$ cat src/sv/szod_pkg.sv
`timescale 1ns / 1ps
package szod_pkg;

    localparam int ANGLE_BITS   = 16;
    localparam int CORDIC_STEPS = 16;
    localparam int STEP_W       = (CORDIC_STEPS > 1) ? $clog2(CORDIC_STEPS) : 1;
    localparam int XY_W         = 35;
    localparam int Z_W          = ANGLE_BITS + 1;
    localparam int ADDR_W       = 4;

    localparam logic [15:0] GAIN_INV_Q16   = 16'd39797;
    localparam logic [15:0] QUARTER_TURN16 = 16'd16384;
    localparam logic [14:0] STEP_RESET     = 15'd16;

    localparam logic [31:0] ATAN_TURN32 [25] = '{
        32'd536870912, 32'd316933406, 32'd167458907, 32'd85004756, 32'd42667331,
        32'd21354465,  32'd10679838,  32'd5340245,   32'd2670163,  32'd1335087,
        32'd667544,    32'd333772,    32'd166886,    32'd83443,    32'd41722,
        32'd20861,     32'd10430,     32'd5215,      32'd2608,     32'd1304,
        32'd652,       32'd326,       32'd163,       32'd81,       32'd41
    };

    typedef enum logic [1:0] {
        REG_START_ANGLE = 2'd0,
        REG_ANGLE_STEP  = 2'd1,
        REG_ZONE_WIDTH  = 2'd2,
        REG_ZONE_DEPTH  = 2'd3
    } t_reg_idx;

    typedef struct packed {
        logic                   valid;
        logic                   last;
        logic                   live;
        logic signed [XY_W-1:0] x;
        logic signed [XY_W-1:0] y;
        logic signed [Z_W-1:0]  z;
    } t_cell;

    typedef struct packed {
        logic valid;
        logic last;
        logic hit;
    } t_flag;

    function automatic logic signed [Z_W-1:0] atan_step(input logic [STEP_W-1:0] idx);
        logic [32:0] sum;
        sum = {1'b0, ATAN_TURN32[idx]} + (33'd1 << (31 - ANGLE_BITS));
        return Z_W'(sum >> (32 - ANGLE_BITS));
    endfunction

endpackage

$ cat src/sv/szod_zone.sv
`timescale 1ns / 1ps
module szod_zone (
    input  logic            i_clk,
    input  logic            i_rst_n,
    input  logic            i_adv,
    input  szod_pkg::t_cell i_d,
    input  logic [15:0]     i_zone_width,
    input  logic [15:0]     i_zone_depth,
    output szod_pkg::t_flag o_q
);
    import szod_pkg::*;

    t_flag           r_q;
    t_flag           n_q;
    logic [XY_W-1:0] w_ax;
    logic [XY_W:0]   w_ax2;
    logic [XY_W:0]   w_wlim;
    logic [XY_W-1:0] w_dlim;
    logic            w_in_x;
    logic            w_in_y;

    always_comb begin
        w_ax   = i_d.x[XY_W-1] ? XY_W'(-i_d.x) : XY_W'(i_d.x);
        w_ax2  = {w_ax, 1'b0};
        w_wlim = (XY_W+1)'({i_zone_width, 16'd0});
        w_dlim = XY_W'({i_zone_depth, 16'd0});
        w_in_x = (w_ax2 <= w_wlim);
        w_in_y = !i_d.y[XY_W-1] && (XY_W'(i_d.y) <= w_dlim);
        n_q.valid = i_d.valid;
        n_q.last  = i_d.last;
        n_q.hit   = i_d.live && w_in_x && w_in_y;
    end

    always_ff @(posedge i_clk) begin
        if (!i_rst_n) begin
            r_q.valid <= 1'b0;
        end else if (i_adv) begin
            r_q <= n_q;
        end
    end

    assign o_q = r_q;

endmodule

$ cat config.mk
export PLATFORM = sky130hd
export DESIGN_NAME = szod_zone
export DESIGN_NICKNAME = d
export VERILOG_FILES = /design/src/sv/szod_pkg.sv /design/src/sv/szod_zone.sv
export SDC_FILE = /design/constraint.sdc
export NUM_CORES = 1
export LEC_CHECK = 0
export ABC_AREA = 1
export BUFFER_PORTS_ARGS = -buffer_cell sky130_fd_sc_hd__buf_2
export CAP_MARGIN = 20
export CORE_ASPECT_RATIO = 0.75
export CORE_MARGIN = 3
export CORE_UTILIZATION = 40
export CTS_CLUSTER_SIZE = 30
export DETAILED_ROUTE_END_ITERATION = 6
export PLACE_DENSITY = 0.86
export SLEW_MARGIN = 10
export SYNTH_ARGS = -nofsm -noshare
export SYNTH_HDL_FRONTEND = slang
export SYNTH_SLANG_ARGS = --single-unit
export TNS_END_PERCENT = 5
$ cat constraint.sdc
create_clock -name i_clk -period 4.2 [get_ports i_clk]
set_clock_uncertainty 0.1 [all_clocks]
set_input_delay 0.84 -clock i_clk [delete_from_list [all_inputs] [get_ports i_clk]]
set_output_delay 0.84 -clock i_clk [all_outputs]
set_load 0.02 [all_outputs]
==> results.md <==
* Outcome: finished clean
* CTS Buffer Depth at 2
* CP Launch Type: primary input
* Critical Path RT at approximately 4.2 ns
* WS Path Type: primary input to flop
* Worst Setup End Kind: flop
* TritonRoute pass-1 iters at 4
* CP dominant cell by count: nor2_1
* Register area share after synthesis at 0.0373
* Slew Viols, Final at 0
* Normalized max-slew margin at 0.808
* Total GRT Usage at 0.187
* Peak supply drop at 0.0812 mV
* Fin crit period at 3.19 ns
* # diodes at 0
* I/O pin total at about 130
* TritonCTS buffer count at 3
* Mean area per synthesized cell at roughly 5.4 sq um
* Clk slew on worst S/H paths at 0.03 ns
* Die H at 69.5 um
* MaxCap Viol Count at 0
* Hold Path Class: flop to flop
* Post-route design area at 2820 sq um
* DR iter-0 viols at 118
* Remaining antenna violation count after routing at 0
* Cell with the most instances after synthesis: nand2_1
* Post-route clock period utilization at 0.760
* CTS Sinks at 3
* Max reg flops at 3
* Post-CTS Setup Bufs at 0
* Critical-path cell list: buf_2 -> nor2_2 -> nand2_2 -> nor2_2 -> nand3_2 -> nor2_1 -> nor2_1 -> xor2_1 -> ha_1 -> nand2_1 -> nor2_1 -> nand3_1 -> nor2_1 -> nand2_1 -> nor2_1 -> nand2_1 -> nor2_1 -> a21oi_1 -> nor2_1
* Static leakage at between 1.5 and 2 nW
* Die X at around 91 um
* Nets at ~670
* Vias per std cell at roughly 4.7
* Final core occ at 0.559
* Synth async-reset ratio at 0
* Largest net degree at the start of global routing at 21
* Placed cell area at between 2000 and 3000 sq um
* Final wirelength at between 6 and 7 mm
* Worst-Margin Slew at approximately 0.29 ns
* Flops & latches, synth at 3
* Num rows at 22
* Arrival time worst endpoint at 3.16 ns
* Setup violators final at 0
* Largest cells by area after synthesis: nand2_1, ha_1, inv_1
* Worst Path Max Fanout at 4
* Core area at a little over 5000 sq um
* Synthesis-to-layout area growth at 31.0%
* Initial Util at 0.427
* CTS hold repair buffers at 0
* Root buffer cell: clkbuf_8
* Yosys top cell by area: nand2_1
* Clk_lat worst skew at 0.21 ns
* Top-area cell type share of the netlist area at 0.204
* Synth Warn # at 0
* Synth Instances at 400
* CP max-delay cell: ha_1
* Die Area at 6300 sq um
* DP HPWL at about 5.5 mm
* Global route overflow at 0
* RSZ-0062 raised after global routing: no
* CTS resizes at 0
* Fmax at approximately 0.31 GHz
* Final hold viol count at 0
* Post-synth EDFFs at 2
* # H-tree levels at 1
* Via Count at roughly 2,700
* Vias in the first global route at ~2,500
* Slowest cell delay on critical path at around 0.27 ns
* Global placement routability congestion at about 0.89
* Pwr dens at approximately 120 nW/um^2
* Post-Syn Area at 2150 sq um
* Port-buffer cells at between 100 and 150
* Initial antenna violation count at 0
* Mapped Nets at around 560
* Global-route wire length before repair at a little over 10 mm
* Synth cell types at 27
* Post-route DRC at 0
* Most instantiated cells after synthesis: nand2_1, inv_1, nor2_1
* Layout cells sized above 1 at 0.270
* Dominant synthesized flop cell: edfxtp_1
* TNS Setup at 0 ns
* CTS tree: built
* Wire per inst at a little over 10 um
* Power consumption at around 350 uW
[cell usage in the layout (no fill, tap or decap), types with 4 or more instances in the layout]
cell and n:
nand3_2 4, inv_1 76, xnor2_1 5, a21oi_1 20
buf_2 110, nor2_2 11, nor2_1 54, o21ai_0 13
ha_1 32, nand3_1 23, xor2_1 10, nand3b_1 5
nand2_2 5, nor3_1 4, nand2_1 117
[power breakdown]
group | internal [mW] | switching (mW)
Combinational | 0.105 | 0.130
Sequential | 0.0336 | 0.000549
Clock | 0.0647 | 0.0185
Total | 0.203 | 0.149
[metal layers]
layer	vias to the layer above	global-route usage	share of wire
li1	1469	-	-
met1	1161	0.258	0.46
met2	89	0.314	0.46
met3	6	0.0239	0.075
met4	0	0.0357	0.0081
met5	-	0	0
[kinds of logic (layout without fill, tap and decap cells)]
logic type | count (synthesis) | in the layout | share of synthesized area
AOI/OAI and AO/OA | 38 | 38 | 0.0926
and+or+nand+nor | 232 | 232 | 0.477
DFF | 3 | 3 | 0.0373
buffers and inverters | 80 | 191 | 0.146
xor gates and xnor gates | 15 | 15 | 0.0611
adders and majority gates | 32 | 32 | 0.186
[worst max-delay path: cells and delay by family]
family / cells / cell delay [ns]
buf+inv: 1 / 0.12
xor+xnor: 1 / 0.15
compound gates: 1 / 0.08
simple gates: 15 / 1.69
fa+ha+maj: 1 / 0.27
[cell type report]
class	count	area [sq um]
Clock buffer	4	45.0
Fill cell	502	2220
Inverter	76	285
Multi-Input combinational cell	317	1760
Sequential cell	3	80.1
Tap cell	72	90.1
Timing Repair Buffer	111	558
[final timing paths]
check	from	end	slack [ns]	depth (start not counted)
max reg2reg	o_q[2]	o_q[2]	3.46	2
min reg2reg	o_q[2]	o_q[2]	0.46	2
min	o_q[2]	o_q[2]	0.46	2
max	i_d[54]	o_q[0]	1.01	19
[stage by stage]
step	hold WS (ns)	cells	setup WS (ns)
CTS	0.454	583	1.03
finish	0.458	583	1.01
detailed placement	0.444	579	0.827
floorplan	0.506	400	1.32
global route	0.478	583	0.721
global placement	0.409	579	0.874
Power figures use the tool's default switching activity.
