==> config.mk <==
export PLATFORM = sky130hd
export DESIGN_NAME = szod_cell
export DESIGN_NICKNAME = d
export VERILOG_FILES = /design/src/sv/szod_pkg.sv /design/src/sv/szod_cell.sv
export SDC_FILE = /design/constraint.sdc
export NUM_CORES = 1
export LEC_CHECK = 0
export BUFFER_PORTS_ARGS = -buffer_cell sky130_fd_sc_hd__clkbuf_2
export CAP_MARGIN = 10
export CORE_ASPECT_RATIO = 0.7
export CORE_MARGIN = 4
export CORE_UTILIZATION = 30
export DETAILED_ROUTE_END_ITERATION = 6
export PLACE_DENSITY = 0.55
export SYNTH_ARGS = -nofsm -noshare
export SYNTH_HDL_FRONTEND = slang
export SYNTH_SLANG_ARGS = --single-unit
export TNS_END_PERCENT = 10
==> constraint.sdc <==
create_clock -name i_clk -period 14.05 [get_ports i_clk]
set_input_delay 2.81 -clock i_clk [delete_from_list [all_inputs] [get_ports i_clk]]
set_output_delay 2.81 -clock i_clk [all_outputs]
set_load 0.05 [all_outputs]
==> src/sv/szod_pkg.sv <==
`timescale 1ns / 1ps
package szod_pkg;

    localparam int ANGLE_BITS   = 16;
    localparam int CORDIC_STEPS = 16;
    localparam int STEP_W       = (CORDIC_STEPS > 1) ? $clog2(CORDIC_STEPS) : 1;
    localparam int XY_W         = 35;
    localparam int Z_W          = ANGLE_BITS + 1;
    localparam int ADDR_W       = 4;

    localparam logic [15:0] GAIN_INV_Q16   = 16'd39797;
    localparam logic [15:0] QUARTER_TURN16 = 16'd16384;
    localparam logic [14:0] STEP_RESET     = 15'd16;

    localparam logic [31:0] ATAN_TURN32 [25] = '{
        32'd536870912, 32'd316933406, 32'd167458907, 32'd85004756, 32'd42667331,
        32'd21354465,  32'd10679838,  32'd5340245,   32'd2670163,  32'd1335087,
        32'd667544,    32'd333772,    32'd166886,    32'd83443,    32'd41722,
        32'd20861,     32'd10430,     32'd5215,      32'd2608,     32'd1304,
        32'd652,       32'd326,       32'd163,       32'd81,       32'd41
    };

    typedef enum logic [1:0] {
        REG_START_ANGLE = 2'd0,
        REG_ANGLE_STEP  = 2'd1,
        REG_ZONE_WIDTH  = 2'd2,
        REG_ZONE_DEPTH  = 2'd3
    } t_reg_idx;

    typedef struct packed {
        logic                   valid;
        logic                   last;
        logic                   live;
        logic signed [XY_W-1:0] x;
        logic signed [XY_W-1:0] y;
        logic signed [Z_W-1:0]  z;
    } t_cell;

    typedef struct packed {
        logic valid;
        logic last;
        logic hit;
    } t_flag;

    function automatic logic signed [Z_W-1:0] atan_step(input logic [STEP_W-1:0] idx);
        logic [32:0] sum;
        sum = {1'b0, ATAN_TURN32[idx]} + (33'd1 << (31 - ANGLE_BITS));
        return Z_W'(sum >> (32 - ANGLE_BITS));
    endfunction

endpackage

==> src/sv/szod_cell.sv <==
`timescale 1ns / 1ps
module szod_cell (
    input  logic                    i_clk,
    input  logic                    i_rst_n,
    input  logic                    i_adv,
    input  logic [szod_pkg::STEP_W-1:0] i_step,
    input  szod_pkg::t_cell         i_d,
    output szod_pkg::t_cell         o_q
);
    import szod_pkg::*;

    t_cell                  r_q;
    t_cell                  n_q;
    logic signed [XY_W-1:0] w_dx;
    logic signed [XY_W-1:0] w_dy;
    logic signed [Z_W-1:0]  w_a;

    always_comb begin
        w_dx = i_d.y >>> i_step;
        w_dy = i_d.x >>> i_step;
        w_a  = atan_step(i_step);
        n_q  = i_d;
        if (!i_d.z[Z_W-1]) begin
            n_q.x = i_d.x - w_dx;
            n_q.y = i_d.y + w_dy;
            n_q.z = i_d.z - w_a;
        end else begin
            n_q.x = i_d.x + w_dx;
            n_q.y = i_d.y - w_dy;
            n_q.z = i_d.z + w_a;
        end
    end

    always_ff @(posedge i_clk) begin
        if (!i_rst_n) begin
            r_q.valid <= 1'b0;
        end else if (i_adv) begin
            r_q <= n_q;
        end
    end

    assign o_q = r_q;

endmodule

==> reports/results.ini, run 1 <==
[status]
status=finished, final reports clean

[critical_path]
r2r-start=o_q[89]$_SDFFE_PN0P_
ff2ff_path_depth=2
critPathKind=in -> reg
crit_fanout=54
reg2reg_setup_slack_ps=13450
setup.worst_path.start=i_step[0]
cp.required_ps=14180
crit_path_end_kind=flop
reg2reg_to=o_q[89]$_SDFFE_PN0P_
critPathArrivalTime_ps=9320
worstSetupStartpointType=primary input

[power]
vdd_ir_drop_max_uv=63.0
p_leak_nw=5.97
cellPowerDensity_nw_per_um2=110

[synthesis]
seq_area_frac_synth=0.206
yosysMostFrequentCell=a21oi_1
yosys_warnings=0
avgSynthCellArea_um2=9.31
yosys-top-cells-area=edfxtp_1 (20%), mux4_2 (14%), ha_1 (8.9%)
synth_top_family_by_area=multiplexers
synthesis.area_um2=13100
synth-adder-area-share=0.0937
muxShareOfSynthArea=0.221
synth-edff-count=89
synth_seq_cells=90
synth.top_cells.by_count=a21oi_1 (122), nand2_1 (121), nor2_1 (112), xnor2_1 (98), ha_1 (93)
synth_compound_area_frac=0.180
synth_cell_types=92
syn_nets=1595
synthSimpleGateAreaFrac=0.155
synth_ff_type=edfxtp_1
synth_top_area_frac=0.205
netlist_instances=1402
synth-async-reset-ratio=0
synth-xor-area-share=0.101
synth_largest_area_cell=edfxtp_1

[routing]
firstDrtPassIters=6
vias=11900
routedWlPerCell_um=20.5
ant_nets=0
routed_wl_mm=43.6
dr.max_layer_used=met5
drt_iter0_drc=1204
wl_met2_mm=18.8
met1_length_mm=20.3
vias_per_cell=5.60
dr_wl_met3_mm=3.70
drcViolationCount=0

[min_path]
hp-class=reg -> reg
worstHoldStart=o_q[89]$_SDFFE_PN0P_
holdPathEnd=o_q[89]$_SDFFE_PN0P_
min_path_cells=2

[final_layout]
n_antenna_cell=0
largest_reg_flops=90
fillers=4412
drive_above_1_share=0.226
final_core_util=0.346
syn_to_final_growth_pct=13.1
fin_nets=1732

[sta]
hold_violations=0
max_freq_mhz=109
maxSlewViolCount=0
grt_setup_unrepaired=false
fin_hold_ws_ps=537
min_period_over_period=0.654
maxSlewHeadroom=0.421
worst_pin_slew_ps=863
finClkSkew_ps=0
period_needed_ps=9190
setup_viol=0
tns_ps=0

[global_route]
antenna_found_initial=6
gr-total-overflow=0
grt_pass1_wl_mm=66.9
grt_pass1_vias=11500
track_usage=0.181
grt_max_degree=68

[clock_tree]
cts_root_buffer=clkbuf_16
clkLatencyLatePin_ps=380
cts_buffer_depth=2
cts_setup_buffers=0
holdBufCountCts=0
cts_resized=0
cts.clk_slew.worst_paths_ps=70
h-tree-depth=3
cts_buffers=9
tritoncts=built
cts.sinks=90

[floorplanning]
die_h_um=183
die_area_um2=47000
row_count=63
ios=187
core_um2=42600
initial_utilization=0.306
fp.dieW_um=257

[run]
cap_violations=0

[placed_design]
finalWeightedCongestion=0.907
hpwl_mm=35.3
portBuffers=186

## cell families after synthesis
logic type               count (synthesis)
AND/OR/NAND/NOR                        406
AO/OA/AOI/OAI                          371
multiplexers                           170
XOR/XNOR                               151
buffers and inverters                  118
adder cells (fa/ha/maj)                 96
flip-flops                              90
## critical path, stage by stage
cell	delay [ps]
buf_4	620
buf_4	710
mux4_2	600
mux2_2	290
nand2_1	70
o21ai_0	210
inv_1	130
ha_1	170
nor3b_4	250
nand2_2	120
or2_1	230
inv_2	120
a21oi_1	90
xor2_1	170
ha_1	350
a21o_1	200
a21o_1	180
a2111oi_0	410
nor2_1	120
o21ai_0	360
a31oi_1	230
a311oi_1	440
o21ai_0	180
xnor2_1	160
## how the worst max path moves through the flow
stage                   endpoint  slack [ps]  depth (start not counted)
2_1_floorplan  o_q[86]$_DFFE_PP_        5920                         25
3_3_place_gp   o_q[51]$_DFFE_PP_        4600                         24
3_5_place_dp   o_q[51]$_DFFE_PP_        4510                         24
4_1_cts        o_q[51]$_DFFE_PP_        4900                         24
5_1_grt        o_q[51]$_DFFE_PP_        4360                         24
6_report       o_q[51]$_DFFE_PP_        4860                         24
## metal layers
metal | global-route usage | vias to the layer above
met4 | 0.0406 | 8
met2 | 0.274 | 448
met1 | 0.257 | 5772
li1 | - | 5630
met3 | 0.0516 | 57
met5 | 0 | -
## per-stage QoR
stage	std cells	power, W	setup WS (ps)	cell area (um2)
2_1_floorplan	1402	0.00111	5920	13100
3_3_place_gp	2113	0.00133	4600	14400
3_5_place_dp	2113	0.00133	4510	14400
4_1_cts	2129	0.00163	4900	14800
5_1_grt	2129	0.00173	4360	14800
6_report	2129	0.00162	4860	14800
## where the power goes
| group | internal [W] | switching, W |
|---|---|---|
| combinational | 0.000339 | 0.000605 |
| sequential | 0.000376 | 0.0000133 |
| clock | 0.000163 | 0.000121 |
## layout make-up
| class | count | area, um2 | area share |
|---|---|---|---|
| multi-input cells | 1194 | 9820 | 0.665 |
| flip-flops and latches | 90 | 2690 | 0.182 |
| repair buffers | 194 | 993 | 0.0673 |
| well taps | 585 | 732 | 0.0496 |
| clock buffers | 10 | 239 | 0.0162 |
| inverters | 50 | 188 | 0.0127 |
| clock inverters | 6 | 93.8 | 0.00636 |
## placed cells by master, fill, tap and decap left out, types with 10 or more instances in the layout
master,instances
clkbuf_2,183
a21oi_1,122
nand2_1,121
nor2_1,112
xnor2_1,98
ha_1,93
edfxtp_1,89
mux4_2,83
o21ai_0,70
mux2i_1,56
xor2_1,53
inv_1,46
nand3_1,37
a21o_1,27
a31oi_1,26
mux2_2,22
a211oi_1,21
and2_1,18
and3_1,17
o21bai_1,17
nand2b_1,16
nor2b_1,15
nor3_1,14
o211ai_1,12
o21a_1,10
Note: power is estimated with default switching activity, not from simulation.
==> inputs of run 2 (changes only) <==
--- a/config.mk
+++ b/config.mk
@@ -5,6 +5,7 @@
 export SDC_FILE = /design/constraint.sdc
 export NUM_CORES = 1
 export LEC_CHECK = 0
+export ABC_AREA = 1
 export BUFFER_PORTS_ARGS = -buffer_cell sky130_fd_sc_hd__clkbuf_2
 export CAP_MARGIN = 10
 export CORE_ASPECT_RATIO = 0.7
==> constraint.sdc (replaced) <==
create_clock -name i_clk -period 9.2 [get_ports i_clk]
set_input_delay 1.84 -clock i_clk [delete_from_list [all_inputs] [get_ports i_clk]]
set_output_delay 1.84 -clock i_clk [all_outputs]
set_load 0.05 [all_outputs]
==> run 2 against run 1 <==
  * Non-clock buffer count is 3 higher
  * Final area is 4.7% higher
  * Power is 52% higher
  * Global-route usage is 3.3 points higher
  * Synthesized area is 5.2% higher
  * Sequential share of layout area is 0.83 points lower
  * Worst setup slack worse by 2900 ps
  * First-iteration DRC count is 40% higher
  * Critical path depth stayed put
  * Sequential cell count stayed put
  * Wire length is 24% higher
  * Largest power group unchanged
==> reports/results.ini, run 2 <==
[clock_tree]
cts.sinks=90  ; unchanged
cts_resized=0  ; unchanged
cts_root_buffer=clkbuf_16  ; unchanged
cts_setup_buffers=0  ; unchanged
tritoncts=built  ; unchanged
holdBufCountCts=0  ; unchanged
cts_buffer_depth=2  ; unchanged
h-tree-depth=3  ; unchanged
cts.clk_slew.worst_paths_ps=70  ; about the same
cts_buffers=9  ; unchanged
clkLatencyLatePin_ps=390  ; was 380 ps

[synthesis]
synth_seq_cells=90  ; unchanged
synth_ff_type=edfxtp_1  ; unchanged
synth-async-reset-ratio=0  ; unchanged
yosys_warnings=0  ; unchanged
avgSynthCellArea_um2=6.02  ; was 9.31 um2
synth.top_cells.by_count=nand2_1 (779), nand3_1 (360), nor2_1 (210), inv_1 (172), a21oi_1 (107)  ; was a21oi_1 (122), nand2_1 (121), nor2_1 (112), xnor2_1 (98), ha_1 (93)
yosysMostFrequentCell=nand2_1  ; was a21oi_1
synth_cell_types=48  ; was 92
syn_nets=2475  ; was 1595
synthesis.area_um2=13700  ; was 13100 um2
synth_largest_area_cell=nand2_1  ; was edfxtp_1
synth_top_area_frac=0.213  ; was 0.205
seq_area_frac_synth=0.196  ; was 0.206
synth-edff-count=89  ; unchanged
yosys-top-cells-area=nand2_1 (21%), edfxtp_1 (19%), nand3_1 (13%)  ; was edfxtp_1 (20%), mux4_2 (14%), ha_1 (8.9%)
netlist_instances=2282  ; was 1402

[power]
vdd_ir_drop_max_uv=106  ; was 63.0 uV
cellPowerDensity_nw_per_um2=159  ; was 110 nW/um2
p_leak_nw=7.58  ; was 5.97 nW

[global_route]
antenna_found_initial=3  ; was 6
grt_pass1_vias=14300  ; was 11500
grt_max_degree=78  ; was 68
grt_pass1_wl_mm=83.6  ; was 66.9 mm
gr-total-overflow=0  ; unchanged
track_usage=0.214  ; was 0.181

[sta]
grt_setup_unrepaired=false  ; unchanged
maxSlewViolCount=0  ; unchanged
min_period_over_period=0.787
setup_viol=0  ; unchanged
max_freq_mhz=138
period_needed_ps=7240
tns_ps=0  ; unchanged
hold_violations=0  ; unchanged
maxSlewHeadroom=0.455  ; was 0.421
finClkSkew_ps=0  ; unchanged
worst_pin_slew_ps=818  ; was 863 ps
fin_hold_ws_ps=553  ; was 537 ps

[floorplanning]
row_count=65  ; was 63
ios=187  ; unchanged
die_area_um2=49300  ; was 47000 um2
core_um2=45100  ; was 42600 um2
initial_utilization=0.304  ; was 0.306
die_h_um=187  ; was 183 um
fp.dieW_um=264  ; was 257 um

[final_layout]
largest_reg_flops=90  ; unchanged
final_cell_mix=nand2_1 (779), nand3_1 (360), nor2_1 (210)  ; was clkbuf_2 (183), a21oi_1 (122), nand2_1 (121)
fin_nets=2609  ; was 1732
syn_to_final_growth_pct=12.5  ; was 13.1%
drive_above_1_share=0.111  ; was 0.226
layout_commonest_cell=nand2_1  ; was clkbuf_2
design_area_um2=15500  ; was 14800 um2
final_cells=3024  ; was 2129

[critical_path]
cp_slowest_cell=a21oi_1  ; was buf_4
reg2reg_to=o_q[89]$_SDFFE_PN0P_  ; unchanged
cp_slowest_stage_delay_ps=550  ; was 710 ps
crit_path_end_kind=flop  ; unchanged
critPathArrivalTime_ps=7390  ; was 9320 ps
reg2reg_setup_slack_ps=8570  ; was 13450 ps
cp.required_ps=9350  ; was 14180 ps
worstSetupStartpointType=primary input  ; unchanged
critPathKind=in -> reg  ; unchanged
crit_chain=clkbuf_2 -> inv_2 -> buf_4 -> nand3_1 -> nand2_1 -> nand2_1 -> nand2_1 -> inv_1 -> ha_1 -> a21boi_1 -> nand2_1 -> nor2_2 -> nand2_1 -> nand2_1 -> xor2_1 -> ha_1 -> a21oi_1 -> inv_1 -> a21oi_1 -> inv_1 -> a21oi_1 -> o21ai_0 -> a21oi_1 -> xnor2_1  ; was buf_4 -> buf_4 -> mux4_2 -> mux2_2 -> nand2_1 -> o21ai_0 -> inv_1 -> ha_1 -> nor3b_4 -> nand2_2 -> or2_1 -> inv_2 -> a21oi_1 -> xor2_1 -> ha_1 -> a21o_1 -> a21o_1 -> a2111oi_0 -> nor2_1 -> o21ai_0 -> a31oi_1 -> a311oi_1 -> o21ai_0 -> xnor2_1
ff2ff_path_depth=2  ; unchanged
critPathMostFrequentCell=nand2_1  ; was o21ai_0
crit_fanout=35  ; was 54
crit_path_end=o_q[38]$_DFFE_PP_  ; was o_q[51]$_DFFE_PP_
setup.worst_path.start=i_step[2]  ; was i_step[0]
r2r-start=o_q[89]$_SDFFE_PN0P_  ; unchanged

[routing]
vias=15600  ; was 11900
routedWlPerCell_um=17.9  ; was 20.5 um
vias_per_cell=5.16  ; was 5.60
drcViolationCount=0  ; unchanged
routed_wl_mm=54.3  ; was 43.6 mm
drt_iter0_drc=1681  ; was 1204
firstDrtPassIters=7  ; was 6
ant_nets=0  ; unchanged

[min_path]
hp-class=reg -> reg  ; unchanged
min_path_cells=2  ; unchanged

[placed_design]
hpwl_mm=45.3  ; was 35.3 mm
postPlaceCellArea_um2=15100  ; was 14400 um2
placedCellCount=3008  ; was 2113
finalWeightedCongestion=0.920  ; was 0.907
portBuffers=186  ; unchanged

[run]
cap_violations=0  ; unchanged

[status]
status=finished, final reports clean  ; unchanged

run 2: cell count changes in the layout (fill, tap and decap cells not counted), moves of 22 or more:
cell,before,now
mux2_2,22,0
xor2_1,53,94
mux2i_1,56,0
xnor2_1,98,34
mux4_2,83,0
nand2_1,121,779
nor2_1,112,210
nand3_1,37,360
inv_1,46,169
run 2: cells by family (layout without fill, tap and decap cells):
logic type / Yosys count / in the layout / synth area share
other: 0 / 1 / 0
adder cells (fa/ha/maj): 96 / 96 / 0.0891
buffers and inverters: 263 / 401 / 0.0794
AO/OA/AOI/OAI: 274 / 274 / 0.115
XOR/XNOR: 129 / 129 / 0.0828
AND/OR/NAND/NOR: 1430 / 1430 / 0.438
flip-flops: 90 / 90 / 0.196
run 2: report_power, final:
group / switching, W / internal, W
registers: 0.0000175 / 0.000568
clock network: 0.000196 / 0.000237
logic: 0.00102 / 0.000419
total: 0.00124 / 0.00122
run 2: through the flow:
stage	utilization	worst slack (ps)	power, W
2_1_floorplan	-	3520	0.00166
3_3_place_gp	0.335	1670	0.00203
3_5_place_dp	0.335	1760	0.00202
4_1_cts	0.342	2180	0.00247
5_1_grt	0.342	1480	0.00265
6_report	0.342	1960	0.00246
run 2: how the worst min path moves through the flow:
stage | startpoint | to | slack (ps)
4_1_cts | o_q[89]$_SDFFE_PN0P_ | o_q[89]$_SDFFE_PN0P_ | 550
5_1_grt | o_q[89]$_SDFFE_PN0P_ | o_q[89]$_SDFFE_PN0P_ | 590
2_1_floorplan | o_q[89]$_SDFFE_PN0P_ | o_q[89]$_SDFFE_PN0P_ | 750
3_5_place_dp | o_q[89]$_SDFFE_PN0P_ | o_q[89]$_SDFFE_PN0P_ | 530
6_report | o_q[89]$_SDFFE_PN0P_ | o_q[89]$_SDFFE_PN0P_ | 550
3_3_place_gp | o_q[89]$_SDFFE_PN0P_ | o_q[89]$_SDFFE_PN0P_ | 520
run 2: final cells by class:
cell class | count | area (um2)
clock buffer | 9 | 225
inverter | 189 | 714
multi-input combinational | 1929 | 9950
timing repair buffer | 197 | 1030
clock inverter | 6 | 91.3
sequential | 90 | 2690
antenna | 1 | 2.50
tap | 603 | 754
fill | 5118 | 29700
run 2: routing by layer:
layer  vias to the layer above  wire length, um  GRT usage
met5                         -               30          0
met4                         6              743     0.0368
met3                        42             4390     0.0547
met2                       486            21800      0.306
met1                      7225            27300      0.327
li1                       7858                -          -
run 2: critical path: cells and delay by family:
kind	cells	cell delay (ps)
AO/OA/AOI/OAI	6	2000
XOR/XNOR	2	310
adder cells (fa/ha/maj)	2	480
buffers and inverters	6	1600
AND/OR/NAND/NOR	8	1130
==> inputs of run 3 (changes only) <==
--- a/config.mk
+++ b/config.mk
@@ -12,7 +12,7 @@
 export CORE_MARGIN = 4
 export CORE_UTILIZATION = 30
 export DETAILED_ROUTE_END_ITERATION = 6
-export PLACE_DENSITY = 0.55
+export PLACE_DENSITY = 0.57
 export SYNTH_ARGS = -nofsm -noshare
 export SYNTH_HDL_FRONTEND = slang
 export SYNTH_SLANG_ARGS = --single-unit
==> constraint.sdc (replaced) <==
create_clock -name i_clk -period 6.1 [get_ports i_clk]
set_input_delay 1.22 -clock i_clk [delete_from_list [all_inputs] [get_ports i_clk]]
set_output_delay 1.22 -clock i_clk [all_outputs]
set_load 0.05 [all_outputs]
==> run 3 against run 2 <==
  * Final area increased by 2.6%
  * First-iteration DRC count decreased by 16%
  * Global-route usage decreased by 0.37 points
  * Clock power increased by 50%
  * Critical endpoint is now o_q[50]$_DFFE_PP_
  * Largest power group unchanged
  * Highest routed layer unchanged
==> reports/results.ini, run 3 (synthesis gave the netlist of run 2 again) <==
[global_route]
track_usage=0.211  ; was 0.214
grt_pass1_wl_mm=82.3  ; was 83.6 mm
gr-total-overflow=0  ; unchanged
antenna_found_initial=5  ; was 3
grt_max_degree=78  ; unchanged
grt_pass1_vias=14300  ; about the same

[placed_design]
hpwl_mm=45.4  ; was 45.3 mm
placedCellCount=3046  ; was 3008
postPlaceCellArea_um2=15500  ; was 15100 um2
portBuffers=186  ; unchanged
finalWeightedCongestion=0.949  ; was 0.920
pre_cts_slack_ps=-172  ; was 1760 ps

[min_path]
hp-class=reg -> reg  ; unchanged

[critical_path]
worstSetupStartpointType=primary input  ; unchanged
critPathArrivalTime_ps=6010  ; was 7390 ps
critPathKind=in -> reg  ; unchanged
cp.required_ps=6320  ; was 9350 ps
crit_fanout=62  ; was 35
crit_path_end_kind=flop  ; unchanged

[final_layout]
final_cells=3062  ; was 3024
final_cell_mix=nand2_1 (779), nand3_1 (360), nor2_1 (210)  ; unchanged
syn_to_final_growth_pct=15.5  ; was 12.5%
regArea_um2=2690  ; unchanged
fillers=5022  ; was 5118
multi_input_area_um2=9960  ; was 9950 um2
largest_reg_flops=90  ; unchanged
n_antenna_cell=0  ; was 1
design_area_um2=15900  ; was 15500 um2
drive_above_1_share=0.125  ; was 0.111
layout_commonest_cell=nand2_1  ; unchanged
fin_nets=2647  ; was 2609

[clock_tree]
cts_root_buffer=clkbuf_16  ; unchanged
tritoncts=built  ; unchanged
cts_buffers=9  ; unchanged
cts_setup_buffers=0  ; unchanged
h-tree-depth=3  ; unchanged
holdBufCountCts=0  ; unchanged
cts.sinks=90  ; unchanged
cts_buffer_depth=2  ; unchanged
clkLatencyLatePin_ps=390  ; about the same
cts.clk_slew.worst_paths_ps=70  ; about the same

[sta]
maxSlewViolCount=0  ; unchanged
hold_violations=0  ; unchanged
maxSlewHeadroom=0.446  ; was 0.455
min_period_over_period=0.949
setup_viol=0  ; unchanged
worst_pin_slew_ps=823  ; was 818 ps
grt_setup_unrepaired=false  ; unchanged
finClkSkew_ps=0  ; unchanged
setup_slack_ps=310  ; was 1960 ps
max_freq_mhz=173
period_needed_ps=5790

[floorplanning]
core_um2=45100  ; unchanged
fp.dieW_um=264  ; unchanged
row_count=65  ; unchanged
die_area_um2=49300  ; unchanged
initial_utilization=0.304  ; unchanged
ios=187  ; unchanged
die_h_um=187  ; unchanged

[power]
finalPower_w=0.00375  ; was 0.00246 W
p_leak_nw=7.82  ; was 7.58 nW
cellPowerDensity_nw_per_um2=237  ; was 159 nW/um2
vdd_ir_drop_max_uv=155  ; was 106 uV

[run]
cap_violations=0  ; unchanged

[routing]
drt_iter0_drc=1419  ; was 1681
routedWlPerCell_um=17.5  ; was 17.9 um
routed_wl_mm=53.4  ; was 54.3 mm
ant_nets=0  ; unchanged
vias=15700  ; was 15600
vias_per_cell=5.14  ; was 5.16
drcViolationCount=0  ; unchanged
firstDrtPassIters=5  ; was 7

[status]
status=finished, final reports clean  ; unchanged

run 3: cell count changes in the layout (fill, tap and decap cells not counted), sizes merged:
| cell | delta |
|---|---|
| buf | +38 |
| clkinv | +2 |
| clkinvlp | -2 |
| diode | -1 |
| inv | +1 |
run 3: final cells by class:
type | instances | area share
multi-input cells | 1929 | 0.628
flip-flops and latches | 90 | 0.170
repair buffers | 235 | 0.0897
well taps | 603 | 0.0476
inverters | 189 | 0.0449
clock buffers | 9 | 0.0142
clock inverters | 7 | 0.00623
run 3: repair_timing:
item / 4_1_cts / 5_1_grt
setup endpoints to repair: 0 / 1
resized for setup: 0 / 1
endpoints found under the hold margin: 0 / 0
run 3: layer usage:
metal,vias to the layer above,wire [um],track usage
li1,7952,-,-
met1,7198,27200,0.323
met2,523,21200,0.299
met3,49,4050,0.0438
met4,10,923,0.0487
met5,-,63,0
run 3: final timing paths:
check	startpoint	end	slack, ps	depth (start not counted)
min	o_q[89]$_SDFFE_PN0P_	o_q[89]$_SDFFE_PN0P_	540	2
max	i_step[1]	o_q[50]$_DFFE_PP_	310	23
min reg2reg	o_q[89]$_SDFFE_PN0P_	o_q[89]$_SDFFE_PN0P_	540	2
max reg2reg	o_q[89]$_SDFFE_PN0P_	o_q[89]$_SDFFE_PN0P_	5480	2
run 3: critical path, cell delays in order:
cell and delay (ps):
clkbuf_2 200, buf_12 290, nand3_1 150, nand3_1 110
nand2_1 100, o21ai_1 210, ha_1 210, a21boi_1 260
nand2_1 120, nor2_1 470, nand2_1 120, nand2_1 70
nand2_1 40, nand2_1 50, o21ai_1 90, ha_1 380
nand2_1 110, nor2_1 160, inv_1 100, nor4_2 670
nand3_1 360, nand3_1 260, xor2_1 210
run 3: power by group:
group	internal (W)	switching, W	total [W]
Combinational	0.000672	0.00155	0.00222
Clock	0.000363	0.000289	0.000651
Sequential	0.000857	0.0000261	0.000883
run 3: through the flow:
step | TNS, ps | hold slack (ps) | util
floorplan | 0 | 753 | -
global route | 0 | 585 | 0.352
finish | 0 | 541 | 0.352
detailed placement | -172 | 529 | 0.344
global placement | -296 | 516 | 0.344
CTS | 0 | 539 | 0.351
