File: config.mk
export PLATFORM = sky130hd
export DESIGN_NAME = szod_prep
export DESIGN_NICKNAME = d
export VERILOG_FILES = /design/src/sv/szod_pkg.sv /design/src/sv/szod_prep.sv
export SDC_FILE = /design/constraint.sdc
export NUM_CORES = 1
export LEC_CHECK = 0
export BUFFER_PORTS_ARGS = -buffer_cell sky130_fd_sc_hd__buf_2
export CORE_UTILIZATION = 51
export DETAILED_ROUTE_END_ITERATION = 8
export GPL_TIMING_DRIVEN = 0
export PLACE_DENSITY_LB_ADDON = 0.2
export RECOVER_POWER = 25
export SETUP_SLACK_MARGIN = 0.2
export SYNTH_ARGS = -nofsm -noshare
export SYNTH_HDL_FRONTEND = slang
export SYNTH_SLANG_ARGS = --single-unit
File: constraint.sdc
create_clock -name i_clk -period 11.5 [get_ports i_clk]
set_clock_uncertainty 0.05 [all_clocks]
set_input_delay 1.15 -clock i_clk [delete_from_list [all_inputs] [get_ports i_clk]]
set_output_delay 1.15 -clock i_clk [all_outputs]
set_load 0.005 [all_outputs]
File: src/sv/szod_pkg.sv
`timescale 1ns / 1ps
package szod_pkg;

    localparam int ANGLE_BITS   = 16;
    localparam int CORDIC_STEPS = 16;
    localparam int STEP_W       = (CORDIC_STEPS > 1) ? $clog2(CORDIC_STEPS) : 1;
    localparam int XY_W         = 35;
    localparam int Z_W          = ANGLE_BITS + 1;
    localparam int ADDR_W       = 4;

    localparam logic [15:0] GAIN_INV_Q16   = 16'd39797;
    localparam logic [15:0] QUARTER_TURN16 = 16'd16384;
    localparam logic [14:0] STEP_RESET     = 15'd16;

    localparam logic [31:0] ATAN_TURN32 [25] = '{
        32'd536870912, 32'd316933406, 32'd167458907, 32'd85004756, 32'd42667331,
        32'd21354465,  32'd10679838,  32'd5340245,   32'd2670163,  32'd1335087,
        32'd667544,    32'd333772,    32'd166886,    32'd83443,    32'd41722,
        32'd20861,     32'd10430,     32'd5215,      32'd2608,     32'd1304,
        32'd652,       32'd326,       32'd163,       32'd81,       32'd41
    };

    typedef enum logic [1:0] {
        REG_START_ANGLE = 2'd0,
        REG_ANGLE_STEP  = 2'd1,
        REG_ZONE_WIDTH  = 2'd2,
        REG_ZONE_DEPTH  = 2'd3
    } t_reg_idx;

    typedef struct packed {
        logic                   valid;
        logic                   last;
        logic                   live;
        logic signed [XY_W-1:0] x;
        logic signed [XY_W-1:0] y;
        logic signed [Z_W-1:0]  z;
    } t_cell;

    typedef struct packed {
        logic valid;
        logic last;
        logic hit;
    } t_flag;

    function automatic logic signed [Z_W-1:0] atan_step(input logic [STEP_W-1:0] idx);
        logic [32:0] sum;
        sum = {1'b0, ATAN_TURN32[idx]} + (33'd1 << (31 - ANGLE_BITS));
        return Z_W'(sum >> (32 - ANGLE_BITS));
    endfunction

endpackage

File: src/sv/szod_prep.sv
`timescale 1ns / 1ps
module szod_prep (
    input  logic            i_clk,
    input  logic            i_rst_n,
    input  logic            i_adv,
    input  logic            i_valid,
    input  logic [15:0]     i_range_mm,
    input  logic            i_last_sample,
    input  logic [15:0]     i_start_angle,
    input  logic [14:0]     i_angle_step,
    output szod_pkg::t_cell o_q
);
    import szod_pkg::*;

    localparam logic [ANGLE_BITS-1:0] QTR = ANGLE_BITS'(1) << (ANGLE_BITS - 2);
    localparam logic [ANGLE_BITS-1:0] MSB = ANGLE_BITS'(1) << (ANGLE_BITS - 1);

    logic [15:0]           r_beam_angle;
    logic                  r_scan_begin;
    t_cell                 r_q;
    logic [15:0]           w_angle;
    logic [15:0]           w_theta;
    logic [23:0]           w_wide;
    logic [ANGLE_BITS-1:0] w_z;
    logic                  w_fold;
    logic [31:0]           w_prod;
    logic signed [XY_W-1:0] w_x;
    t_cell                 n_q;

    always_comb begin
        w_angle = r_scan_begin ? i_start_angle : r_beam_angle;
        w_theta = w_angle + QUARTER_TURN16;
        w_wide  = {w_theta, 8'd0};
        w_z     = ANGLE_BITS'(w_wide >> (24 - ANGLE_BITS));
        w_fold  = (w_z[ANGLE_BITS-1] ^ w_z[ANGLE_BITS-2]) && (w_z != QTR);
        w_prod  = 32'(i_range_mm) * 32'(GAIN_INV_Q16);
        w_x     = $signed({{(XY_W-32){1'b0}}, w_prod});
        n_q.valid = i_valid;
        n_q.last  = i_last_sample;
        n_q.live  = (i_range_mm != 16'd0);
        n_q.x     = w_fold ? -w_x : w_x;
        n_q.y     = '0;
        n_q.z     = Z_W'($signed(w_fold ? (w_z ^ MSB) : w_z));
    end

    always_ff @(posedge i_clk) begin
        if (!i_rst_n) begin
            r_beam_angle <= 16'd0;
            r_scan_begin <= 1'b1;
            r_q.valid    <= 1'b0;
        end else if (i_adv) begin
            r_q <= n_q;
            if (i_valid) begin
                r_beam_angle <= w_angle + {1'b0, i_angle_step};
                r_scan_begin <= i_last_sample;
            end
        end
    end

    assign o_q = r_q;

endmodule

==> impl_table.tex, run 1 <==
\begin{tabular}{lr}
\hline
Metric & Value \\
\hline
\multicolumn{2}{l}{\textbf{Clocking}} \\
\quad Number of buffers created by CTS & 9 \\
\quad Source-to-sink clock delay at the later pin of the worst-skew pair & $\sim$0.33 ns \\
\quad Clock Tree Root & sky130\_fd\_sc\_hd\_\_clkbuf\_16 \\
\quad Worst-path clk slew & $\sim$0.060 ns \\
\quad Clock buffer depth & 2 \\
\quad Sink count of the clock tree & 71 \\
\quad CTS tree & built \\
\quad Total of cells resized after clock tree synthesis & 0 \\
\quad Number of H-tree levels & 3 \\
\quad Number of setup buffers added after CTS & 0 \\
\quad Hold-fix buffers, CTS & 0 \\
\multicolumn{2}{l}{\textbf{Global route}} \\
\quad Via count of the first global-routing pass & between 7000 and 8000 \\
\quad Number of antenna violations at the first check in global routing & 0 \\
\quad Sum of overflow across all layers after global routing & 0 \\
\quad Maximum number of pins on one net before global-route repair & 34 \\
\quad GR Util All Layers & roughly 22\% \\
\quad Wire length of the first global-routing pass & roughly 35000 µm \\
\multicolumn{2}{l}{\textbf{Drt}} \\
\quad Met2 routed wirelength & roughly 10000 µm \\
\quad Final Routed Wirelength & between 20000 and 25000 µm \\
\quad DR top layer & met4 \\
\quad Via density per instance & between 5 and 6 \\
\quad Drt first-iter violations & $\sim$400 \\
\quad Router iterations before antenna repair & 5 \\
\quad Routed Antenna Nets & 0 \\
\quad Via count of the routed design & about 7600 \\
\quad Routed len/inst & 15.11 µm \\
\quad Metal3 WL & 999 µm \\
\quad DRC violations left & 0 \\
\quad Wire length the detailed router placed on met1 & 10320 µm \\
\multicolumn{2}{l}{\textbf{Synth}} \\
\quad Ys flop type & sky130\_fd\_sc\_hd\_\_edfxtp\_1 \\
\quad Synthesized cell area & between 0.009 and 0.01 mm² \\
\quad Number of flops mapped to enable cells by yosys & 53 \\
\quad Sequential element share of the synthesized area & between 10\% and 20\% \\
\quad Synthesized area per cell & 9.723 µm² \\
\quad Seq cells post-synth & slightly above 70 \\
\quad Synthesized netlist cell count & roughly 1000 \\
\quad Number of warnings reported in the yosys synthesis log & 0 \\
\quad Unique masters post-synth & 75 \\
\quad Asr flop ratio synth & 0\% \\
\multicolumn{2}{l}{\textbf{Finish}} \\
\quad Fillers & 1680 \\
\quad Count of antenna diodes in the layout & 0 \\
\quad Area delta synth->final & 12.81\% \\
\quad Fraction of final layout cells sized beyond drive strength 1 & between 15 and 20\% \\
\quad Multi-input gate area & 0.007058 mm² \\
\quad Number of nets in the finished design & between 1000 and 1500 \\
\quad Combined flip-flop and latch cell area & just under 0.002 mm² \\
\quad Summed area of non-filler cells in the final layout & around 0.011 mm² \\
\multicolumn{2}{l}{\textbf{Critical path}} \\
\quad Critical path peak fanout & 8 \\
\quad Critical path required time & 11.53 ns \\
\quad Nature of the critical path startpoint & input pin \\
\quad Endpoint class of the critical path & register \\
\quad Category of the critical setup timing path & in2reg \\
\quad Crit path DAT & 7.81 ns \\
\multicolumn{2}{l}{\textbf{STA}} \\
\quad Worst rel slew slack & about 54\% \\
\quad Final sum of negative setup slack & 0 ns \\
\quad Count of final hold-check violations & 0 \\
\quad Top achievable clock speed & approximately 0.13 GHz \\
\quad Worst hold slack after final layout & $\sim$0.40 ns \\
\quad Unrepaired setup endpoints after global routing & no \\
\quad Final period util & about two thirds \\
\quad Min Tclk post-route & slightly below 8 ns \\
\quad Final count of negative-setup-slack endpoints & 0 \\
\quad Worst-Margin Slew & about 0.68 ns \\
\quad Final-report max-slew violation count & 0 \\
\multicolumn{2}{l}{\textbf{Placed design}} \\
\quad Routability cong. & between 0.9 and 1 \\
\quad Final HPWL DP & $\sim$18000 µm \\
\quad Area after DPL & about 0.011 mm² \\
\quad Port Buffer Count & approximately 110 \\
\multicolumn{2}{l}{\textbf{Floorplanning}} \\
\quad Number of top-level pins & between 100 and 150 \\
\quad Initial cell density of the core & between 50\% and 60\% \\
\quad Area inside the core boundary & roughly 0.019 mm² \\
\quad DIE HEIGHT & 141.6 µm \\
\quad Die area & $\sim$0.02 mm² \\
\quad Number of placement rows & 50 \\
\quad X dimension of the die & 141.6 µm \\
\multicolumn{2}{l}{\textbf{Flow run}} \\
\quad Number of maximum-capacitance violations & 0 \\
\multicolumn{2}{l}{\textbf{Hold path}} \\
\quad Class of the tightest hold or removal check & reg2reg \\
\multicolumn{2}{l}{\textbf{Status}} \\
\quad Status & finished clean \\
\hline
\end{tabular}
==> synth_stat cells, types with 4 or more instances <==
cell	count	area, µm²
sky130_fd_sc_hd__nor2b_1	5	31.28
sky130_fd_sc_hd__a21o_1	14	105.1
sky130_fd_sc_hd__a211oi_1	7	52.55
sky130_fd_sc_hd__o31ai_1	7	52.55
sky130_fd_sc_hd__mux2i_1	5	50.05
sky130_fd_sc_hd__mux2_2	14	157.7
sky130_fd_sc_hd__or2_2	7	43.79
sky130_fd_sc_hd__a21oi_1	54	270.3
sky130_fd_sc_hd__xnor2_1	31	271.5
sky130_fd_sc_hd__edfxtp_1	53	1592
sky130_fd_sc_hd__nand4_1	14	87.58
sky130_fd_sc_hd__nor2_1	25	93.84
sky130_fd_sc_hd__and3_1	8	50.05
sky130_fd_sc_hd__nand3_1	20	100.1
sky130_fd_sc_hd__or3_1	10	62.56
sky130_fd_sc_hd__and4_1	5	43.79
sky130_fd_sc_hd__dfxtp_1	18	360.4
sky130_fd_sc_hd__buf_4	37	277.8
sky130_fd_sc_hd__a31oi_1	15	93.84
sky130_fd_sc_hd__nor4_1	9	56.30
sky130_fd_sc_hd__fa_1	104	2082
sky130_fd_sc_hd__clkbuf_1	17	63.81
sky130_fd_sc_hd__and2_1	11	68.82
sky130_fd_sc_hd__nor3_1	19	95.09
sky130_fd_sc_hd__nand2_1	48	180.2
sky130_fd_sc_hd__o31a_1	4	35.03
sky130_fd_sc_hd__o211ai_1	4	30.03
sky130_fd_sc_hd__inv_1	183	686.9
sky130_fd_sc_hd__xor2_1	19	166.4
sky130_fd_sc_hd__o21a_1	5	37.54
sky130_fd_sc_hd__ha_1	148	1852
sky130_fd_sc_hd__a41oi_1	5	43.79
sky130_fd_sc_hd__o21ai_0	30	150.1
sky130_fd_sc_hd__nand2b_1	8	50.05
==> critical path: stages <==
cell and delay (ns):
sky130_fd_sc_hd__buf_2 0.19, sky130_fd_sc_hd__inv_1 0.19, sky130_fd_sc_hd__fa_1 0.54, sky130_fd_sc_hd__fa_1 0.51
sky130_fd_sc_hd__inv_1 0.05, sky130_fd_sc_hd__fa_1 0.53, sky130_fd_sc_hd__fa_1 0.45, sky130_fd_sc_hd__fa_1 0.55
sky130_fd_sc_hd__inv_1 0.06, sky130_fd_sc_hd__fa_1 0.53, sky130_fd_sc_hd__inv_1 0.04, sky130_fd_sc_hd__ha_1 0.39
sky130_fd_sc_hd__a21oi_1 0.20, sky130_fd_sc_hd__o21ai_0 0.23, sky130_fd_sc_hd__a221o_1 0.35, sky130_fd_sc_hd__a211oi_1 0.45
sky130_fd_sc_hd__xor2_1 0.37, sky130_fd_sc_hd__nand3_1 0.26, sky130_fd_sc_hd__nor4_4 0.41, sky130_fd_sc_hd__a41oi_1 0.18
sky130_fd_sc_hd__xor2_1 0.17
==> final timing paths <==
check	from	end	slack, ns	cells past startpoint
hold reg to reg	r_beam_angle[6]	r_beam_angle[6]	0.40	2
setup / recovery	i_range_mm[10]	o_q[83]	3.72	21
setup reg to reg	r_scan_begin	o_q[76]	7.30	12
hold / removal	r_beam_angle[6]	r_beam_angle[6]	0.40	2
==> layout by cell type, fill, tap and decap left out, drive strengths merged, types with 35 or more instances in the layout <==
master | synthesis | routed
nand2 | 48 | 48
fa | 104 | 104
inv | 183 | 187
buf | 41 | 132
ha | 148 | 148
a21oi | 54 | 54
clkbuf | 18 | 43
conb | 1 | 35
edfxtp | 53 | 53
==> metal layers <==
metal / vias to the layer above / GRT usage (%)
met5: - / 0
met4: 0 / 4.697
met3: 13 / 2.497
met2: 180 / 37.31
met1: 3622 / 31.27
li1: 3740 / -
==> state kept, by name (all words and copies together) (netlist names) <==
signal,cells
r_scan_begin,1
o_q,54
r_beam_angle,16
==> cells by family (layout without fill, tap and decap cells) <==
| logic type | after synthesis | after routing | share of synthesized area (%) |
|---|---|---|---|
| AOI/OAI and AO/OA | 178 | 178 | 11.92 |
| buffers and inverters | 243 | 365 | 10.63 |
| xor gates and xnor gates | 50 | 50 | 4.407 |
| adders and majority gates | 252 | 252 | 39.59 |
| DFF | 71 | 71 | 19.64 |
| other | 1 | 35 | 0.03774 |
| muxes | 19 | 19 | 2.090 |
| and+or+nand+nor | 208 | 208 | 11.68 |
==> final cells by class <==
cell class | count | area share [%]
Clock buffer | 10 | 2.132
Clock inverter | 6 | 0.4576
Buffer | 59 | 3.259
Inverter | 184 | 6.161
Tap cell | 260 | 2.902
Timing Repair Buffer | 106 | 4.710
Sequential cell | 71 | 17.41
Multi-Input combinational cell | 742 | 62.96
==> stage by stage <==
stage,utilization [%],worst slack [ns],cells
floorplan,-,4.108,1056
global placement,57.77,3.404,1421
detailed placement,57.89,3.380,1422
CTS,59.42,3.735,1438
global route,59.33,3.431,1438
finish,59.33,3.719,1438
Power of run 1 is left out: the tool's default activity adds up to more than one toggle a clock period on the data nets, which glitch-free logic cannot reach.
==> run 2: changes to the inputs <==
- clock period: 11.5 -> 7.7 ns (I/O delays scaled with it)
==> impl_table.tex, run 2 (same netlist as run 1, synthesis figures left out) <==
\begin{tabular}{lr}
\hline
Metric & Value \\
\hline
\multicolumn{2}{l}{\textbf{Critical path}} \\
\quad Critical path peak fanout & 10 (+2) \\
\quad Reg2reg setup slack & 3.51 ns (-3.79 ns) \\
\quad Endpoint class of the critical path & register \\
\quad Nature of the critical path startpoint & input pin \\
\quad Crit path DAT & 7.28 ns (-0.53 ns) \\
\quad Category of the critical setup timing path & in2reg \\
\quad Critical path required time & 7.73 ns (-3.80 ns) \\
\quad Depth of the most critical reg-to-reg path & 12 (unchanged) \\
\quad Endpoint of the lowest-slack register-to-register path & o\_q[79] \\
\quad Startpoint of the lowest-slack register-to-register path & r\_scan\_begin \\
\multicolumn{2}{l}{\textbf{Floorplanning}} \\
\quad Die area & 0.02005 mm² (unchanged) \\
\quad Number of placement rows & 50 (unchanged) \\
\quad Initial cell density of the core & 52.60\% (unchanged) \\
\quad Area inside the core boundary & 0.01889 mm² (unchanged) \\
\quad X dimension of the die & 141.6 µm (unchanged) \\
\quad DIE HEIGHT & 141.6 µm (unchanged) \\
\quad Number of top-level pins & 142 (unchanged) \\
\multicolumn{2}{l}{\textbf{Hold path}} \\
\quad Terminating pin of the worst hold path & r\_beam\_angle[6] \\
\quad Class of the tightest hold or removal check & reg2reg \\
\quad Hold Path Stages & 2 (unchanged) \\
\quad Hold path start & r\_beam\_angle[6] \\
\multicolumn{2}{l}{\textbf{Finish}} \\
\quad Largest register FFs & 54 (unchanged) \\
\quad Most frequent cells in the layout & 179 x sky130\_fd\_sc\_hd\_\_inv\_1, 147 x sky130\_fd\_sc\_hd\_\_ha\_1, 104 x sky130\_fd\_sc\_hd\_\_fa\_1, 92 x sky130\_fd\_sc\_hd\_\_buf\_2 \\
\quad Count of antenna diodes in the layout & 0 (unchanged) \\
\quad Number of nets in the finished design & 1483 (+0.41\%) \\
\quad Summed area of non-filler cells in the final layout & 0.01130 mm² (+0.79\%) \\
\quad Area delta synth->final & 13.70\% \\
\quad Fraction of final layout cells sized beyond drive strength 1 & 16.55\% (+1.4 points) \\
\quad Most common cell after layout, fill and taps aside & sky130\_fd\_sc\_hd\_\_inv\_1 \\
\quad Fillers & 1668 (-0.71\%) \\
\multicolumn{2}{l}{\textbf{Placed design}} \\
\quad Worst slack at placement & -0.03993 ns (-3.420 ns) \\
\quad Routability cong. & 0.9155 (unchanged) \\
\quad Final HPWL DP & 18440 µm (unchanged) \\
\quad Port Buffer Count & 105 (unchanged) \\
\quad Area after DPL & 0.01094 mm² (unchanged) \\
\multicolumn{2}{l}{\textbf{Status}} \\
\quad Status & finished clean \\
\multicolumn{2}{l}{\textbf{Drt}} \\
\quad Routed Antenna Nets & 0 (unchanged) \\
\quad Router iterations before antenna repair & 4 (-1) \\
\quad DRC violations left & 0 (unchanged) \\
\quad Routed len/inst & 15.11 µm (about the same) \\
\quad Final Routed Wirelength & 21820 µm (+0.40\%) \\
\quad Via density per instance & 5.258 (about the same) \\
\quad Via count of the routed design & 7593 (+0.50\%) \\
\quad Drt first-iter violations & 441 (+7.0\%) \\
\multicolumn{2}{l}{\textbf{STA}} \\
\quad Worst-Margin Slew & 0.6813 ns (-0.002335 ns) \\
\quad Count of final hold-check violations & 0 (unchanged) \\
\quad Min Tclk post-route & about 7.2 ns \\
\quad Final-report max-slew violation count & 0 (unchanged) \\
\quad Top achievable clock speed & between 0.1 and 0.15 GHz \\
\quad Final count of negative-setup-slack endpoints & 0 (unchanged) \\
\quad Final period util & about 94\% \\
\quad Setup ws final & 0.4523 ns (-3.266 ns) \\
\quad Worst rel slew slack & 54.16\% (+0.16 points) \\
\quad Unrepaired setup endpoints after global routing & no \\
\multicolumn{2}{l}{\textbf{Clocking}} \\
\quad Clock buffer depth & 2 (unchanged) \\
\quad Hold-fix buffers, CTS & 0 (unchanged) \\
\quad Clock Tree Root & sky130\_fd\_sc\_hd\_\_clkbuf\_16 \\
\quad Sink count of the clock tree & 71 (unchanged) \\
\quad Number of buffers created by CTS & 9 (unchanged) \\
\quad Source-to-sink clock delay at the later pin of the worst-skew pair & 0.34 ns (about the same) \\
\quad Number of H-tree levels & 3 (unchanged) \\
\quad Worst-path clk slew & 0.06 ns (about the same) \\
\quad CTS tree & built \\
\multicolumn{2}{l}{\textbf{Global route}} \\
\quad Maximum number of pins on one net before global-route repair & 34 (unchanged) \\
\quad Number of antenna violations at the first check in global routing & 0 (unchanged) \\
\quad Wire length of the first global-routing pass & 35320 µm (unchanged) \\
\quad Sum of overflow across all layers after global routing & 0 (unchanged) \\
\quad Via count of the first global-routing pass & 7213 (unchanged) \\
\quad GR Util All Layers & 22.32\% (unchanged) \\
\multicolumn{2}{l}{\textbf{Flow run}} \\
\quad Number of maximum-capacitance violations & 0 (unchanged) \\
\hline
\end{tabular}
-- run 2: worst max-delay path: stages --
cell	delay [ns]
sky130_fd_sc_hd__clkbuf_4	0.21
sky130_fd_sc_hd__clkinvlp_4	0.17
sky130_fd_sc_hd__fa_1	0.51
sky130_fd_sc_hd__fa_1	0.52
sky130_fd_sc_hd__inv_1	0.06
sky130_fd_sc_hd__fa_1	0.49
sky130_fd_sc_hd__inv_1	0.05
sky130_fd_sc_hd__fa_1	0.47
sky130_fd_sc_hd__inv_1	0.05
sky130_fd_sc_hd__fa_1	0.53
sky130_fd_sc_hd__inv_1	0.06
sky130_fd_sc_hd__fa_1	0.52
sky130_fd_sc_hd__inv_1	0.04
sky130_fd_sc_hd__ha_1	0.28
sky130_fd_sc_hd__buf_4	0.17
sky130_fd_sc_hd__and3_2	0.24
sky130_fd_sc_hd__nand3_1	0.10
sky130_fd_sc_hd__a211oi_2	0.25
sky130_fd_sc_hd__nor3_1	0.09
sky130_fd_sc_hd__a311o_1	0.33
sky130_fd_sc_hd__or4b_4	0.55
sky130_fd_sc_hd__nor4_4	0.44
sky130_fd_sc_hd__a41oi_1	0.18
sky130_fd_sc_hd__xor2_1	0.17
-- run 2: what timing repair did --
| item | CTS | global route |
|---|---|---|
| resized for setup | 0 | 17 |
| setup endpoints to repair | 0 | 8 |
| buffers inserted | 0 | 6 |
-- run 2: final cells by class --
type	count	area, µm²	area share [%]
plain buffers	59	365.4	3.234
clock buffers	10	239.0	2.115
clock inverters	6	51.30	0.4540
inverters	184	701.9	6.213
multi-input cells	742	7086	62.71
flip-flops and latches	71	1952	17.28
well taps	260	325.3	2.879
repair buffers	112	578.1	5.116
-- run 2: metrics by stage --
| step | util, % | hold WS (ns) | cells | setup TNS (ns) |
|---|---|---|---|---|
| detailed placement | 57.89 | 0.3929 | 1422 | -0.07497 |
| global route | 59.80 | 0.4170 | 1444 | 0 |
| finish | 59.80 | 0.3987 | 1444 | 0 |
| CTS | 59.42 | 0.4009 | 1438 | 0 |
| floorplan | - | 0.3794 | 1056 | 0 |
| global placement | 57.77 | 0.3882 | 1421 | -0.01566 |
-- run 2: how the worst max path moves through the flow --
stage / cells after the start / from / end / slack (ns)
finish: 24 / i_range_mm[6] / o_q[83] / 0.45
global route: 24 / i_range_mm[6] / o_q[83] / 0.20
CTS: 21 / i_range_mm[10] / o_q[83] / 0.32
detailed placement: 24 / i_range_mm[8] / o_q[83] / -0.04
global placement: 21 / i_range_mm[10] / o_q[83] / -0.02
floorplan: 23 / i_range_mm[8] / o_q[83] / 0.69
-- run 2: metal layers --
layer / vias up / global-route usage, % / share of wire (%)
met4: 0 / 4.697 / 1.1
met1: 3626 / 31.27 / 47
met5: - / 0 / 0
met3: 15 / 2.497 / 4.8
li1: 3755 / - / -
met2: 197 / 37.31 / 47
Power of run 2 is left out for the same reason.
==> run 3: changes to the inputs <==
- REMOVE_ABC_BUFFERS: not set -> 1
==> impl_table.tex, run 3 (same netlist as run 1, synthesis figures left out) <==
\begin{tabular}{lr}
\hline
Metric & Value \\
\hline
\multicolumn{2}{l}{\textbf{Floorplanning}} \\
\quad DIE HEIGHT & 141.6 µm (unchanged) \\
\quad Area inside the core boundary & 0.01889 mm² (unchanged) \\
\quad Number of top-level pins & 142 (unchanged) \\
\quad Die area & 0.02005 mm² (unchanged) \\
\quad X dimension of the die & 141.6 µm (unchanged) \\
\quad Initial cell density of the core & 52.60\% (unchanged) \\
\quad Number of placement rows & 50 (unchanged) \\
\multicolumn{2}{l}{\textbf{Global route}} \\
\quad GR Util All Layers & 21.73\% (-0.59 points) \\
\quad Wire length of the first global-routing pass & 34320 µm (-2.8\%) \\
\quad Sum of overflow across all layers after global routing & 0 (unchanged) \\
\quad Via count of the first global-routing pass & 6982 (-3.2\%) \\
\quad Number of antenna violations at the first check in global routing & 0 (unchanged) \\
\quad Maximum number of pins on one net before global-route repair & 36 (+5.9\%) \\
\multicolumn{2}{l}{\textbf{Placed design}} \\
\quad Final HPWL DP & 17580 µm (-4.7\%) \\
\quad Area after DPL & 0.01058 mm² (-3.3\%) \\
\quad Routability cong. & 0.9107 (-0.52\%) \\
\quad Port Buffer Count & 106 (+0.95\%) \\
\multicolumn{2}{l}{\textbf{Finish}} \\
\quad Most common cell after layout, fill and taps aside & sky130\_fd\_sc\_hd\_\_inv\_1 \\
\quad Fraction of final layout cells sized beyond drive strength 1 & 13.90\% (-2.7 points) \\
\quad Count of antenna diodes in the layout & 0 (unchanged) \\
\quad Area delta synth->final & 9.859\% \\
\quad Number of nets in the finished design & 1421 (-4.2\%) \\
\quad Summed area of non-filler cells in the final layout & 0.01092 mm² (-3.4\%) \\
\quad Fillers & 1746 (+4.7\%) \\
\quad Largest register FFs & 54 (unchanged) \\
\quad Most frequent cells in the layout & 182 x sky130\_fd\_sc\_hd\_\_inv\_1, 144 x sky130\_fd\_sc\_hd\_\_ha\_1, 104 x sky130\_fd\_sc\_hd\_\_fa\_1, 91 x sky130\_fd\_sc\_hd\_\_buf\_2, 54 x sky130\_fd\_sc\_hd\_\_a21oi\_1 \\
\multicolumn{2}{l}{\textbf{Critical path}} \\
\quad Reg2reg setup slack & 4.01 ns (+0.50 ns) \\
\quad CP max-delay cell & sky130\_fd\_sc\_hd\_\_or4b\_4 \\
\quad Depth of the most critical reg-to-reg path & 8 (-4) \\
\quad Nature of the critical path startpoint & input pin \\
\quad Cell breakdown of the critical path & buf\_2 -> inv\_1 -> fa\_1 -> fa\_1 -> inv\_1 -> fa\_1 -> fa\_1 -> fa\_1 -> inv\_1 -> fa\_1 -> inv\_1 -> ha\_2 -> and3\_2 -> nand3\_1 -> a211oi\_2 -> nor3\_1 -> a311o\_1 -> or4b\_4 -> nor4\_4 -> a41oi\_1 -> xor2\_1 \\
\quad Critical path peak fanout & 8 (-2) \\
\quad Critical path required time & 7.74 ns (about the same) \\
\quad Category of the critical setup timing path & in2reg \\
\quad Startpoint of the lowest-slack register-to-register path & r\_scan\_begin \\
\quad Endpoint of the lowest-slack register-to-register path & o\_q[75] \\
\quad Crit path DAT & 7.28 ns (about the same) \\
\quad Critical path's largest stage delay & 0.56 ns (about the same) \\
\quad Most used cell along the critical path & sky130\_fd\_sc\_hd\_\_fa\_1 \\
\quad Endpoint class of the critical path & register \\
\multicolumn{2}{l}{\textbf{Drt}} \\
\quad Router iterations before antenna repair & 4 (unchanged) \\
\quad Wire length the detailed router placed on met1 & 9848 µm (-4.7\%) \\
\quad DR top layer & met4 \\
\quad DRC violations left & 0 (unchanged) \\
\quad Via count of the routed design & 7408 (-2.4\%) \\
\quad Via density per instance & 5.360 (+1.9\%) \\
\quad Drt first-iter violations & 355 (-20\%) \\
\quad Metal3 WL & 690 µm (-34\%) \\
\quad Met2 routed wirelength & 10290 µm (+0.87\%) \\
\quad Routed len/inst & 15.26 µm (+1.0\%) \\
\quad Routed Antenna Nets & 0 (unchanged) \\
\quad Final Routed Wirelength & 21100 µm (-3.3\%) \\
\multicolumn{2}{l}{\textbf{Clocking}} \\
\quad Clock Tree Root & sky130\_fd\_sc\_hd\_\_clkbuf\_16 \\
\quad Source-to-sink clock delay at the later pin of the worst-skew pair & 0.34 ns (about the same) \\
\quad Number of H-tree levels & 3 (unchanged) \\
\quad Sink count of the clock tree & 71 (unchanged) \\
\quad Clock buffer depth & 2 (unchanged) \\
\quad Number of buffers created by CTS & 9 (unchanged) \\
\quad Worst-path clk slew & 0.06 ns (about the same) \\
\quad CTS tree & built \\
\multicolumn{2}{l}{\textbf{Hold path}} \\
\quad Terminating pin of the worst hold path & r\_beam\_angle[6] \\
\quad Hold path start & r\_beam\_angle[6] \\
\quad Class of the tightest hold or removal check & reg2reg \\
\quad Hold Path Stages & 2 (unchanged) \\
\multicolumn{2}{l}{\textbf{STA}} \\
\quad Min Tclk post-route & 7.240 ns (-0.007976 ns) \\
\quad Final-report max-slew violation count & 0 (unchanged) \\
\quad Final count of negative-setup-slack endpoints & 0 (unchanged) \\
\quad Unrepaired setup endpoints after global routing & no \\
\quad Count of final hold-check violations & 0 (unchanged) \\
\quad Final period util & 94.02\% (-0.10 points) \\
\quad Worst rel slew slack & 16.33\% (-38 points) \\
\quad Worst-Margin Slew & 1.254 ns (+0.5730 ns) \\
\quad Top achievable clock speed & 0.1381 GHz (+0.11\%) \\
\multicolumn{2}{l}{\textbf{Status}} \\
\quad Status & finished clean \\
\multicolumn{2}{l}{\textbf{Flow run}} \\
\quad Number of maximum-capacitance violations & 0 (unchanged) \\
\hline
\end{tabular}
==> run 3: changes by cell type in the layout (fill, tap and decap cells not counted), sizes merged <==
cell,delta
buf,-43
clkbuf,-19
bufinv,+1
clkinvlp,-1
==> run 3: layout make-up <==
| type | count | area [µm²] | share of cell area [%] |
|---|---|---|---|
| Clock buffer | 10 | 229.0 | 2.097 |
| Clock inverter | 6 | 68.82 | 0.6304 |
| Inverter | 184 | 694.4 | 6.361 |
| Multi-Input combinational cell | 742 | 7097 | 65.01 |
| Sequential cell | 71 | 1952 | 17.88 |
| Tap cell | 260 | 325.3 | 2.980 |
| Timing Repair Buffer | 109 | 550.5 | 5.043 |
==> run 3: worst max-delay path by stage <==
stage,start,end,slack (ns),cells past startpoint
after global placement,i_range_mm[8],o_q[83],-0.08,23
final,i_range_mm[9],o_q[83],0.46,21
after floorplan,i_range_mm[8],o_q[83],0.65,22
after global routing,i_range_mm[10],o_q[83],0.21,21
after CTS,i_range_mm[8],o_q[83],0.22,23
after detailed placement,i_range_mm[8],o_q[83],-0.13,23
==> run 3: per-stage QoR <==
step                      std cells  setup slack, ns  setup TNS (ns)  utilization (%)  hold WS, ns
after global placement         1363         -0.08234         -0.2411            55.87       0.3877
after global routing           1382           0.2050               0            57.78       0.4269
final                          1382           0.4603               0            57.78       0.3993
after detailed placement       1364          -0.1276         -0.4193            55.98       0.3938
after CTS                      1380           0.2240               0            57.56       0.4017
after floorplan                 997           0.6454               0                -       0.3794
==> run 3: critical path, delay by kind of cell <==
family / cells / cell delay [ns]
compound gates: 3 / 0.78
xor+xnor: 1 / 0.19
simple gates: 5 / 1.51
buf+inv: 5 / 0.55
fa+ha+maj: 7 / 3.46
==> run 3: layer usage <==
metal  up-vias  global-route usage, %
li1       3638                      -
met1      3584                  30.13
met2       167                  36.84
met3        19                  2.126
met4         0                  4.697
met5         -                      0
==> run 3: timing repair <==
action | in CTS | in global routing
setup buffers | 0 | 2
hold buffers | 0 | 0
gates resized for setup | 0 | 15
setup endpoints to repair | 0 | 12
Power of run 3 is left out for the same reason.
